$ cat config.mk
export PLATFORM = sky130hd
export DESIGN_NAME = printer_preamble_framer_flat
export DESIGN_NICKNAME = d
export VERILOG_FILES = /design/src/ppf_pkg.sv /design/src/ppf_if.sv /design/src/printer_preamble_framer.sv /design/src/flat_wrapper.sv
export SDC_FILE = /design/constraint.sdc
export NUM_CORES = 1
export LEC_CHECK = 0
export ABC_AREA = 1
export CORE_ASPECT_RATIO = 1.25
export CORE_UTILIZATION = 37
export CTS_BUF_LIST = sky130_fd_sc_hd__clkbuf_16
export CTS_CLUSTER_SIZE = 28
export DETAILED_ROUTE_END_ITERATION = 16
export DONT_BUFFER_PORTS = 1
export PLACE_DENSITY = 0.53
export SYNTH_ARGS = -nofsm -noshare
export SYNTH_HDL_FRONTEND = slang
export SYNTH_SLANG_ARGS = --single-unit
$ cat constraint.sdc
create_clock -name clk_i -period 8.1 [get_ports clk_i]
set_input_delay 1.62 -clock clk_i [delete_from_list [all_inputs] [get_ports clk_i]]
set_output_delay 1.62 -clock clk_i [all_outputs]
set_load 0.02 [all_outputs]
$ cat src/ppf_pkg.sv
// ----------------------------------------------------------------------------
// ppf_pkg: shared types and constants of the printer preamble framer
// Field widths, frame byte constants and configuration register indexes.
// ----------------------------------------------------------------------------
package ppf_pkg;

  // Payload widths
  localparam int unsigned CountW   = 12;
  localparam int unsigned ByteW    = 8;
  localparam int unsigned RegIdxW  = 3;
  localparam int unsigned CfgDataW = 32;
  localparam int unsigned LenW     = 5;

  // Fixed frame bytes and marker bits
  localparam logic [ByteW-1:0] CmdByte  = 8'h14;
  localparam logic [ByteW-1:0] TermByte = 8'h02;
  localparam logic [1:0]       HiMark   = 2'b11;  // 0xC0 group
  localparam logic [1:0]       LoMark   = 2'b10;  // 0x80 group

  // Bytes before the checksum when every count fits one byte, no size number
  localparam logic [LenW-1:0]  BaseLen  = 5'd17;

  // Configuration register indexes
  typedef enum logic [RegIdxW-1:0] {
    REG_LINK_MODE    = 3'd0,
    REG_DOT_MODE     = 3'd1,
    REG_RECT_CODE    = 3'd2,
    REG_MODE_FIRST   = 3'd3,
    REG_MODE_SECOND  = 3'd4,
    REG_PRINTER_TYPE = 3'd5
  } cfg_reg_e;

endpackage

$ cat src/ppf_if.sv
// ----------------------------------------------------------------------------
// ppf interfaces: request, frame byte and configuration channels
// Valid/ready channels; a transaction completes when valid and ready are high.
// ----------------------------------------------------------------------------
interface ppf_req_if;
  logic                        valid;
  logic                        ready;
  logic [ppf_pkg::CountW-1:0]  pixels_per_line;
  logic [ppf_pkg::CountW-1:0]  line_count;
  logic [ppf_pkg::CountW-1:0]  copy_count;
  logic [ppf_pkg::CountW-1:0]  size_number;

  modport source (output valid, pixels_per_line, line_count, copy_count, size_number,
                  input ready);
  modport sink   (input valid, pixels_per_line, line_count, copy_count, size_number,
                  output ready);
endinterface

interface ppf_frame_if;
  logic                       valid;
  logic                       ready;
  logic [ppf_pkg::ByteW-1:0]  frame_byte;
  logic                       last_byte;

  modport source (output valid, frame_byte, last_byte, input ready);
  modport sink   (input valid, frame_byte, last_byte, output ready);
endinterface

interface ppf_cfg_if;
  logic                          valid;
  logic                          ready;
  logic [ppf_pkg::RegIdxW-1:0]   reg_index;
  logic [ppf_pkg::CfgDataW-1:0]  wdata;

  modport source (output valid, reg_index, wdata, input ready);
  modport sink   (input valid, reg_index, wdata, output ready);
endinterface

$ cat src/printer_preamble_framer.sv
// ----------------------------------------------------------------------------
// printer_preamble_framer: turns one print request into a preamble byte frame
//
// req_i carries one request (pixels per line, line count, copy count, size
// number). frm_o returns the frame one byte per transaction, with last_byte
// set on the terminator. cfg_i writes the six mode registers; it is always
// ready, and the user must write it only while no frame is in flight; the
// block itself does not enforce this. A request lands in a one-entry input
// register; the byte sequencer loads it and emits 19 to 24 bytes, one per
// cycle while frm_o does not stall, into an output register. The first byte
// passes from the input register through the sequencer into the output
// register. The input register takes the next request while a frame is
// still going out, and the sequencer loads it on the terminator cycle, so
// frames follow with no gap. The checksum is accumulated as bytes leave the
// sequencer. Reset clears the configuration registers to zero and drops any
// request. When frm_o stalls, the output register holds its byte and the
// sequencer waits; req_i is held off once the input register is full.
// ----------------------------------------------------------------------------
module printer_preamble_framer (
  input  logic           clk_i,
  input  logic           rst_ni,
  ppf_req_if.sink        req_i,
  ppf_cfg_if.sink        cfg_i,
  ppf_frame_if.source    frm_o
);

  typedef enum logic [4:0] {
    S_CMD, S_LEN, S_PPL, S_LINES, S_COMM, S_COPIES, S_PSM, S_SIZE,
    S_MB0, S_MB1, S_MB2, S_MB3, S_MB4, S_MB5, S_MB6, S_MB7,
    S_PT_HI, S_PT_LO, S_SUM, S_TERM
  } slot_e;

  // Configuration registers
  logic [ppf_pkg::ByteW-1:0]    link_mode_q, dot_mode_q, rect_code_q;
  logic [ppf_pkg::CfgDataW-1:0] mode_first_q, mode_second_q;
  logic [15:0]                  printer_type_q;

  // Input register
  logic                         pend_q;
  logic [ppf_pkg::CountW-1:0]   p_ppl_q, p_lines_q, p_copies_q, p_size_q;

  // Sequencer
  logic                         busy_q, busy_d;
  slot_e                        slot_q, slot_d;
  logic                         lo_q, lo_d;
  logic [6:0]                   sum_q, sum_d;
  logic [ppf_pkg::LenW-1:0]     len_q;
  logic [ppf_pkg::CountW-1:0]   e_ppl_q, e_lines_q, e_copies_q, e_size_q;

  // Output register
  logic                         out_vld_q;
  logic [ppf_pkg::ByteW-1:0]    out_byte_q;
  logic                         out_last_q;

  logic                         adv, load, size_on;
  logic [ppf_pkg::ByteW-1:0]    cur_byte;
  logic [ppf_pkg::CountW-1:0]   cur_count;
  logic                         cur_is_count, cur_two;
  logic [ppf_pkg::LenW-1:0]     load_len;

  function automatic logic is_big(input logic [ppf_pkg::CountW-1:0] v);
    return (v[ppf_pkg::CountW-1:6] != '0);
  endfunction

  // Encode a count byte; mark picks 0xC0 or 0x80 for the first byte only
  function automatic logic [ppf_pkg::ByteW-1:0] count_byte(
    input logic [ppf_pkg::CountW-1:0] v,
    input logic                       lo,
    input logic [1:0]                 mark
  );
    logic [ppf_pkg::ByteW-1:0] b;
    if (is_big(v) && !lo) begin
      b = {mark, v[ppf_pkg::CountW-1:6]};
    end else if (is_big(v)) begin
      b = {ppf_pkg::LoMark, v[5:0]};
    end else begin
      b = {mark, v[5:0]};
    end
    return b;
  endfunction

  // Handshakes
  assign size_on      = (dot_mode_q == rect_code_q);
  assign adv          = busy_q && (!out_vld_q || frm_o.ready);
  assign load         = pend_q && (!busy_q || (adv && (slot_q == S_TERM)));
  assign req_i.ready  = !pend_q;
  assign cfg_i.ready  = 1'b1;
  assign frm_o.valid      = out_vld_q;
  assign frm_o.frame_byte = out_byte_q;
  assign frm_o.last_byte  = out_last_q;

  // Byte count before the checksum for the request being loaded
  always_comb begin
    load_len = ppf_pkg::BaseLen
             + ppf_pkg::LenW'(is_big(p_ppl_q))
             + ppf_pkg::LenW'(is_big(p_lines_q))
             + ppf_pkg::LenW'(is_big(p_copies_q));
    if (size_on) begin
      load_len = load_len + ppf_pkg::LenW'(1) + ppf_pkg::LenW'(is_big(p_size_q));
    end
  end

  // Select the count of the current slot
  always_comb begin
    cur_is_count = 1'b1;
    case (slot_q)
      S_PPL:    cur_count = e_ppl_q;
      S_LINES:  cur_count = e_lines_q;
      S_COPIES: cur_count = e_copies_q;
      S_SIZE:   cur_count = e_size_q;
      default: begin
        cur_count    = '0;
        cur_is_count = 1'b0;
      end
    endcase
  end
  assign cur_two = cur_is_count && is_big(cur_count) && !lo_q;

  // Current frame byte
  always_comb begin
    case (slot_q)
      S_CMD:   cur_byte = ppf_pkg::CmdByte;
      S_LEN:   cur_byte = {ppf_pkg::HiMark, 1'b0, len_q};
      S_PPL, S_LINES, S_COPIES:
               cur_byte = count_byte(cur_count, lo_q, ppf_pkg::HiMark);
      S_SIZE:  cur_byte = count_byte(cur_count, lo_q, ppf_pkg::LoMark);
      S_COMM:  cur_byte = link_mode_q;
      S_PSM:   cur_byte = dot_mode_q;
      S_MB0:   cur_byte = mode_first_q[31:24];
      S_MB1:   cur_byte = mode_first_q[23:16];
      S_MB2:   cur_byte = mode_first_q[15:8];
      S_MB3:   cur_byte = mode_first_q[7:0];
      S_MB4:   cur_byte = mode_second_q[31:24];
      S_MB5:   cur_byte = mode_second_q[23:16];
      S_MB6:   cur_byte = mode_second_q[15:8];
      S_MB7:   cur_byte = mode_second_q[7:0];
      S_PT_HI: cur_byte = printer_type_q[15:8];
      S_PT_LO: cur_byte = printer_type_q[7:0];
      S_SUM:   cur_byte = {1'b1, sum_q};
      default: cur_byte = ppf_pkg::TermByte;
    endcase
  end

  // Sequencer next state
  always_comb begin
    busy_d = busy_q;
    slot_d = slot_q;
    lo_d   = lo_q;
    sum_d  = sum_q;
    if (adv) begin
      if (slot_q != S_SUM && slot_q != S_TERM) begin
        sum_d = sum_q + cur_byte[6:0];
      end
      if (cur_two) begin
        lo_d = 1'b1;
      end else begin
        lo_d = 1'b0;
        unique case (slot_q)
          S_CMD:    slot_d = S_LEN;
          S_LEN:    slot_d = S_PPL;
          S_PPL:    slot_d = S_LINES;
          S_LINES:  slot_d = S_COMM;
          S_COMM:   slot_d = S_COPIES;
          S_COPIES: slot_d = S_PSM;
          S_PSM:    slot_d = size_on ? S_SIZE : S_MB0;
          S_SIZE:   slot_d = S_MB0;
          S_MB0:    slot_d = S_MB1;
          S_MB1:    slot_d = S_MB2;
          S_MB2:    slot_d = S_MB3;
          S_MB3:    slot_d = S_MB4;
          S_MB4:    slot_d = S_MB5;
          S_MB5:    slot_d = S_MB6;
          S_MB6:    slot_d = S_MB7;
          S_MB7:    slot_d = S_PT_HI;
          S_PT_HI:  slot_d = S_PT_LO;
          S_PT_LO:  slot_d = S_SUM;
          S_SUM:    slot_d = S_TERM;
          S_TERM: begin
            slot_d = S_CMD;
            busy_d = 1'b0;
          end
          default:  slot_d = S_CMD;
        endcase
      end
    end
    if (load) begin
      busy_d = 1'b1;
      slot_d = S_CMD;
      lo_d   = 1'b0;
      sum_d  = '0;
    end
  end

  // Control state
  always_ff @(posedge clk_i or negedge rst_ni) begin
    if (!rst_ni) begin
      busy_q    <= 1'b0;
      slot_q    <= S_CMD;
      lo_q      <= 1'b0;
      sum_q     <= '0;
      pend_q    <= 1'b0;
      out_vld_q <= 1'b0;
    end else begin
      busy_q <= busy_d;
      slot_q <= slot_d;
      lo_q   <= lo_d;
      sum_q  <= sum_d;
      if (req_i.valid && req_i.ready) begin
        pend_q <= 1'b1;
      end else if (load) begin
        pend_q <= 1'b0;
      end
      if (adv) begin
        out_vld_q <= 1'b1;
      end else if (frm_o.ready) begin
        out_vld_q <= 1'b0;
      end
    end
  end

  // Configuration registers
  always_ff @(posedge clk_i or negedge rst_ni) begin
    if (!rst_ni) begin
      link_mode_q    <= '0;
      dot_mode_q     <= '0;
      rect_code_q    <= '0;
      mode_first_q   <= '0;
      mode_second_q  <= '0;
      printer_type_q <= '0;
    end else if (cfg_i.valid && cfg_i.ready) begin
      unique case (cfg_i.reg_index)
        ppf_pkg::REG_LINK_MODE:    link_mode_q    <= cfg_i.wdata[7:0];
        ppf_pkg::REG_DOT_MODE:     dot_mode_q     <= cfg_i.wdata[7:0];
        ppf_pkg::REG_RECT_CODE:    rect_code_q    <= cfg_i.wdata[7:0];
        ppf_pkg::REG_MODE_FIRST:   mode_first_q   <= cfg_i.wdata;
        ppf_pkg::REG_MODE_SECOND:  mode_second_q  <= cfg_i.wdata;
        ppf_pkg::REG_PRINTER_TYPE: printer_type_q <= cfg_i.wdata[15:0];
        default: ;
      endcase
    end
  end

  // Payload registers
  always_ff @(posedge clk_i) begin
    if (req_i.valid && req_i.ready) begin
      p_ppl_q    <= req_i.pixels_per_line;
      p_lines_q  <= req_i.line_count;
      p_copies_q <= req_i.copy_count;
      p_size_q   <= req_i.size_number;
    end
    if (load) begin
      e_ppl_q    <= p_ppl_q;
      e_lines_q  <= p_lines_q;
      e_copies_q <= p_copies_q;
      e_size_q   <= p_size_q;
      len_q      <= load_len;
    end
    if (adv) begin
      out_byte_q <= cur_byte;
      out_last_q <= (slot_q == S_TERM);
    end
  end

  // Checks
  a_last_is_term: assert property (@(posedge clk_i) disable iff (!rst_ni)
    (out_vld_q && out_last_q) |-> (out_byte_q == ppf_pkg::TermByte))
    else $error("last byte is not the terminator");

  a_len_range: assert property (@(posedge clk_i) disable iff (!rst_ni)
    busy_q |-> (len_q >= ppf_pkg::BaseLen && len_q <= ppf_pkg::LenW'(22)))
    else $error("frame length out of range");

  a_pend_kept: assert property (@(posedge clk_i) disable iff (!rst_ni)
    (pend_q && !load) |=> pend_q)
    else $error("pending request lost");

endmodule
$ cat src/flat_wrapper.sv
// flat-port wrapper written by rule: the top's interface ports become plain ports
module printer_preamble_framer_flat 
  (clk_i, rst_ni, req_i_valid, req_i_pixels_per_line, req_i_line_count, req_i_copy_count, req_i_size_number, req_i_ready, cfg_i_valid, cfg_i_reg_index, cfg_i_wdata, cfg_i_ready, frm_o_valid, frm_o_frame_byte, frm_o_last_byte, frm_o_ready);
  ppf_req_if req_i_i ();
  ppf_cfg_if cfg_i_i ();
  ppf_frame_if frm_o_i ();
  input  logic clk_i;
  input  logic rst_ni;
  input wire logic [$bits(req_i_i.valid)-1:0] req_i_valid;
  input wire logic [$bits(req_i_i.pixels_per_line)-1:0] req_i_pixels_per_line;
  input wire logic [$bits(req_i_i.line_count)-1:0] req_i_line_count;
  input wire logic [$bits(req_i_i.copy_count)-1:0] req_i_copy_count;
  input wire logic [$bits(req_i_i.size_number)-1:0] req_i_size_number;
  output wire logic [$bits(req_i_i.ready)-1:0] req_i_ready;
  input wire logic [$bits(cfg_i_i.valid)-1:0] cfg_i_valid;
  input wire logic [$bits(cfg_i_i.reg_index)-1:0] cfg_i_reg_index;
  input wire logic [$bits(cfg_i_i.wdata)-1:0] cfg_i_wdata;
  output wire logic [$bits(cfg_i_i.ready)-1:0] cfg_i_ready;
  output wire logic [$bits(frm_o_i.valid)-1:0] frm_o_valid;
  output wire logic [$bits(frm_o_i.frame_byte)-1:0] frm_o_frame_byte;
  output wire logic [$bits(frm_o_i.last_byte)-1:0] frm_o_last_byte;
  input wire logic [$bits(frm_o_i.ready)-1:0] frm_o_ready;
  assign req_i_i.valid = req_i_valid;
  assign req_i_i.pixels_per_line = req_i_pixels_per_line;
  assign req_i_i.line_count = req_i_line_count;
  assign req_i_i.copy_count = req_i_copy_count;
  assign req_i_i.size_number = req_i_size_number;
  assign req_i_ready = req_i_i.ready;
  assign cfg_i_i.valid = cfg_i_valid;
  assign cfg_i_i.reg_index = cfg_i_reg_index;
  assign cfg_i_i.wdata = cfg_i_wdata;
  assign cfg_i_ready = cfg_i_i.ready;
  assign frm_o_valid = frm_o_i.valid;
  assign frm_o_frame_byte = frm_o_i.frame_byte;
  assign frm_o_last_byte = frm_o_i.last_byte;
  assign frm_o_i.ready = frm_o_ready;
  printer_preamble_framer u_core (.clk_i(clk_i), .rst_ni(rst_ni), .req_i(req_i_i), .cfg_i(cfg_i_i), .frm_o(frm_o_i));
endmodule
# Yosys cells after proc, flatten, opt, wreduce, memory -nomap -nowiden
# Cells that the tools add are included.
# totals
wordCells	120
reg_bits	230
input_bits	88
# op_classes
eq_ne	28
n_reduce_logical	37
n_mux	26
n_addsub	6
# op_table
op	n
$pmux W8 S17	1
$pmux W5 S19	1
$pmux W12 S4	1
$eq A5 B4 Y1 const B	8
$reduce_bool A6 Y1	5
$mux W7	4
$eq A5 B3 Y1 const B	4
$eq A5 B5 Y1 const B	4
$mux W5	4
$reduce_and A2 Y1	8
$add A5 B1 Y5	3
$mux W1	12
$eq A5 B2 Y1 const B	2
$ne A5 B5 Y1 const B	2
$reduce_bool A2 Y1	5
$eq A8 B8 Y1	1
$logic_and A1 B1 Y1	8
$mux W8	1
$add A7 B7 Y7	1
$eq A3 B2 Y1 const B	2
$eq A3 B3 Y1 const B	2
$mux W6	1
$add A5 B1 Y5 const A	1
$add A5 B1 Y5 const B	1
11 further kinds	15

# Depth between registers and ports, before layout
# depth
depth_word	10
depth_mapped	27
mapped_depth_nobuf	26

# Least setup slack after synthesis
# Ideal clock, no wire load.
# synth_timing
kind	in2reg
from	input port frm_o_ready
to	register u_core.slot_q[2]
path_slack_ps	3744
stages	10
setup_time_ps	76
arrival_time_ps	4279
cell_sequence	inv_1 -> nand2_1 -> nand2_1 -> inv_1 -> a21oi_1 -> nor2_2 -> inv_1 -> nand2_4 -> nand3_1 -> o21ai_1
# synth_between
elab_chain_len	7
# synth_lines
item	line	text
from (decl)	flat_wrapper.sv:22	input wire logic [$bits(frm_o_i.ready)-1:0] frm_o_ready;
$logic_or A1 B1 Y1 *	printer_preamble_framer.sv:84	assign adv = busy_q && (!out_vld_q || frm_o.ready);
$logic_and A1 B1 Y1 *	printer_preamble_framer.sv:84	
net u_core.adv	printer_preamble_framer.sv:55	logic adv, load, size_on;
$logic_and A1 B1 Y1	printer_preamble_framer.sv:85	assign load = pend_q && (!busy_q || (adv && (slot_q == S_TERM)));
$logic_or A1 B1 Y1	printer_preamble_framer.sv:85	
$logic_and A1 B1 Y1	printer_preamble_framer.sv:85	
$ne A2 B1 Y1 (no source line) or $reduce_bool A2 Y1 (tied branches)	--	
$reduce_and A2 Y1 (no source line)	--	
to (signal assigned)	printer_preamble_framer.sv:205	slot_q <= slot_d;
to (decl)	printer_preamble_framer.sv:44	slot_e slot_q, slot_d;
# Mark *: on every way through the listed nets, which the timed path passes. The rest lies on a longest branch.
# A chain may end at the register's enable or synchronous reset.

# Final worst setup path
# layout_timing
from	register u_core.slot_q[3]
to	register u_core.sum_q[6]
# layout_between
elab_chain_len	10
# layout_lines
item	line	text
$eq A5 B3 Y1 or $eq A5 B2 Y1 (tied branches)	printer_preamble_framer.sv:106, printer_preamble_framer.sv:121	
$pmux W12 S4	printer_preamble_framer.sv:106	case (slot_q)
$reduce_bool A6 Y1	printer_preamble_framer.sv:62	return (v[ppf_pkg::CountW-1:6] != '0);
$logic_and A1 B1 Y1	printer_preamble_framer.sv:72	if (is_big(v) && !lo) begin
$mux W6 or $mux W8 (tied branches)	printer_preamble_framer.sv:72	
$pmux W8 S17 *	printer_preamble_framer.sv:121	case (slot_q)
net u_core.cur_byte (one bit)	printer_preamble_framer.sv:56	logic [ppf_pkg::ByteW-1:0] cur_byte;
$add A7 B7 Y7 *	printer_preamble_framer.sv:152	sum_d = sum_q + cur_byte[6:0];
$mux W7 *	printer_preamble_framer.sv:151	if (slot_q != S_SUM && slot_q != S_TERM) begin
$mux W7 *	printer_preamble_framer.sv:150	if (adv) begin
$mux W7 *	printer_preamble_framer.sv:186	if (load) begin
to (signal assigned)	printer_preamble_framer.sv:207	sum_q <= sum_d;
to (decl)	printer_preamble_framer.sv:46	logic [6:0] sum_q, sum_d;
# Mark *: on every way through the listed nets, which the timed path passes. The rest lies on a longest branch. The select of a mux whose other input is x is not followed.

==> summary.md <==
| Metric | Value |
|---|---|
| Antenna violations before repair | `0` |
| #FFs+latches synth | `229` |
| Tot Pwr | `approximately 3.5 mW` |
| Floorplan row count | `65` |
| H-tree levels | `1` |
| Vias/cell | `5.04` |
| Chip width | `146 um` |
| Clk buf depth | `3` |
| Final Hold Vio Count | `0` |
| Hold Path Depth | `0` |
| Drt initial violations | `a little over 400` |
| CP Max Fanout | `13` |
| Worst Setup End Kind | `flip-flop` |
| Synth unique cells | `41` |
| R2R Setup Slk | `approximately 3.9 ns` |
| Overflow after GRT | `0` |
| Die Ht | `182 um` |
| Vias in the first global route | `6,549` |
| Hold path endpoint | `u_core.e_ppl_q[5]` |
| Pre-Repair DR Iteration Count | `5` |
| Beginning of the worst hold path | `u_core.p_ppl_q[5]` |
| Post CTS Setup Buffer Count | `0` |
| Clock Sinks | `between 200 and 250` |
| # hold bufs at CTS | `0` |
| Die ar. | `between 20,000 and 30,000 um2` |
| Layout cells sized above 1 | `approximately 6.7%` |
| Max Cap Viol | `0` |
| Leakage | `about 4.6 nW` |
| DP Wirelength | `between 15,000 and 20,000 um` |
| Finished Layout Cells | `~1,300` |
| Post-Synth XOR/XNOR Area | `around 1.2%` |
| Least-Margin Pin Slew | `1.06 ns` |
| Drc violations | `0` |
| Clk root buf | `clkbuf_16` |
| Post-CTS sizing | `0` |
| Vias | `6,539` |
| WL/cell | `roughly 19 um` |
| Mux cell area share after synthesis | `0%` |
| Synth Net Count | `about 1,000` |
| Max frequency | `roughly 240 MHz` |
| Final min period | `4.16 ns` |
| Final setup violating endpoints | `0` |
| Adder-Cell Fraction of Synth Area | `~1.7%` |
| Io pins | `100` |
| Sequential area share after synthesis | `about two thirds` |
| RSZ-0062 raised after global routing | `no` |
| Yosys warning count | `0` |
| FF-to-FF Start | `u_core.slot_q[3]` |
| Worst-Skew Late Latency | `between 0.5 and 0.6 ns` |
| Status | `completed` |
| Post-synth EDFFs | `roughly 110` |
| Setup TNS | `0 ns` |
| Share of synthesized registers carrying an async set or reset | `a little over half` |
| Max-Slew Margin vs Limit | `just under 30%` |
| Critical Path RT | `8.51 ns` |
| First-pass GRT wire length | `approximately 38,000 um` |
| Core Area | `roughly 25,000 um2` |
| Routability cong. | `around 0.89` |
| Gr usage total | `about a fifth` |
| Reg-to-Reg End | `u_core.sum_q[6]` |
| Max VDD drop | `approximately 180 uV` |
| Initial Util | `a little under two fifths` |
| Compound-Gate Fraction of Synth Area | `10.3%` |
| Largest family of logic cells by synthesized area | `simple AND/OR/NAND/NOR gates` |
| Fin. max-slew vios | `0` |
| WS Path Type | `flip-flop to flip-flop` |
| Port bufs | `0` |
| Clock-pin transition on the worst setup and hold timing paths | `approximately 0.060 ns` |
| Post-Synthesis Cells | `935` |
| PwrDens | `about 320 nW/um2` |
| P&R area growth vs syn | `12.0%` |
| Avg Cell Area, Syn | `10.3 um2` |
| Reg2Reg Depth | `24` |
| CTS buffer count | `25` |
| CTS tree | `built` |
| Max Clock Skew | `around 0.016 ns` |
| Hold crit path type | `flip-flop to flip-flop` |
| Fin crit share | `51.3%` |
| Remaining antenna violation count | `0` |
| # diodes | `0` |
| Post-Route WL | `about 24,000 um` |
| Largest net degree at the start of global routing | `roughly 120` |
| Syn Std Cell Area | `slightly below 10,000 um2` |
| Crit path DAT | `between 4 and 5 ns` |
| Post-Synth Simple-Gate Area | `17.1%` |
| Most common flop cell mapped by yosys | `dfrtp_1` |
| Nets | `1,045` |
| Placed Instances | `roughly 1,300` |
| Startpoint types | `flip-flop` |
[metrics by stage]
stage               setup WS, ns  hold WS (ns)  util [%]  cell area (um2)
global placement            3.94         0.404      39.4            10000
detailed placement          3.96         0.405      39.4            10000
global route                3.54         0.423      42.5            10800
finish                      3.94         0.418      42.5            10800
CTS                         3.96         0.418      42.5            10800
floorplan                   3.74         0.400         -             9630
[per-layer routing]
metal	track usage [%]	share of wire, %	wire [um]
met1	22.8	41	9890
met3	3.30	5.0	1220
met4	8.00	3.9	955
met5	0	0	0
met2	32.6	50	12300
[critical path, stage by stage (launching register included)]
cell	delay, ns
dfrtp_1	0.46
nor2_2	0.49
inv_2	0.17
nor2_4	0.33
nand2_1	0.10
nand2_1	0.07
nor2_1	0.06
nand2_1	0.05
inv_1	0.04
nand2_2	0.08
nand2_1	0.22
nand2_1	0.13
o21a_1	0.16
nand3_1	0.11
ha_1	0.26
fa_1	0.43
nand3_1	0.08
nand2_1	0.08
nand2_1	0.07
nand2_1	0.05
a21oi_1	0.15
xor2_1	0.20
nand3_1	0.10
nand3_1	0.11
nand2_1	0.05
[layout by cell type (no fill, tap or decap), types with 9 or more instances in the layout]
cell         n
a21oi_1     20
clkbuf_16   25
dfrtp_1    120
edfxtp_1   109
ha_1        10
inv_1       90
nand2_1    268
nand3_1     33
nand4_1     14
nor2_1      35
nor3_1       9
o21ai_0    120
[Yosys cell counts, types with 10 or more instances]
cell      number  area, um2
ha_1          10        125
dfrtp_1      120       3000
edfxtp_1     109       3270
o21ai_0      120        601
inv_1         88        330
a21oi_1       20        100
clkbuf_1      18       67.6
nand3_1       34        170
nand4_1       14       87.6
nand2_1      269       1010
nor2_1        36        135
[final cells by class]
type	instances	area, um2
fill	2485	14600
clock buffer	25	626
clock inverter	20	158
tap	335	419
inverter	92	345
multi-input combinational	593	2930
sequential	229	6280
timing repair buffer	4	30.0
[registers in the layout, summed over array words and instances, names as in the netlist, 4 cells and up]
name                     cells
u_core.rect_code_q           8
u_core.dot_mode_q            8
u_core.p_lines_q            12
u_core.p_ppl_q              12
u_core.frm_o.frame_byte      8
u_core.sum_q                 7
u_core.e_ppl_q              12
u_core.p_copies_q           12
u_core.len_q                 4
u_core.mode_second_q        32
u_core.p_size_q             12
u_core.printer_type_q       16
u_core.e_lines_q            12
u_core.slot_q                5
u_core.e_size_q             12
u_core.mode_first_q         32
u_core.e_copies_q           12
u_core.link_mode_q           8
[where the power goes]
| part | switching (mW) | leakage, nW | total, mW | internal [mW] |
|---|---|---|---|---|
| logic | 0.559 | 1.73 | 0.863 | 0.304 |
| registers | 0.150 | 2.49 | 1.54 | 1.39 |
| clock network | 0.456 | 0.391 | 1.08 | 0.627 |
| total | 1.16 | 4.61 | 3.49 | 2.32 |
[worst max-delay path by stage]
stage / slack, ns / from / to
finish: 3.94 / u_core.slot_q[3] / u_core.sum_q[6]
global route: 3.54 / u_core.slot_q[3] / u_core.sum_q[6]
CTS: 3.96 / u_core.slot_q[3] / u_core.sum_q[6]
detailed placement: 3.96 / u_core.slot_q[3] / u_core.sum_q[6]
global placement: 3.94 / u_core.slot_q[3] / u_core.sum_q[6]
floorplan: 3.74 / frm_o_ready / u_core.slot_q[2]
[cell families (layout without fill, tap and decap cells)]
logic type                 Yosys count  count (layout)
other                                1               1
DFF                                229             229
AOI/OAI and AO/OA                  178             178
buffers and inverters              113             141
and+or+nand+nor                    389             389
xor gates and xnor gates            13              13
adders and majority gates           12              12
(Power assumes the default switching activity.)
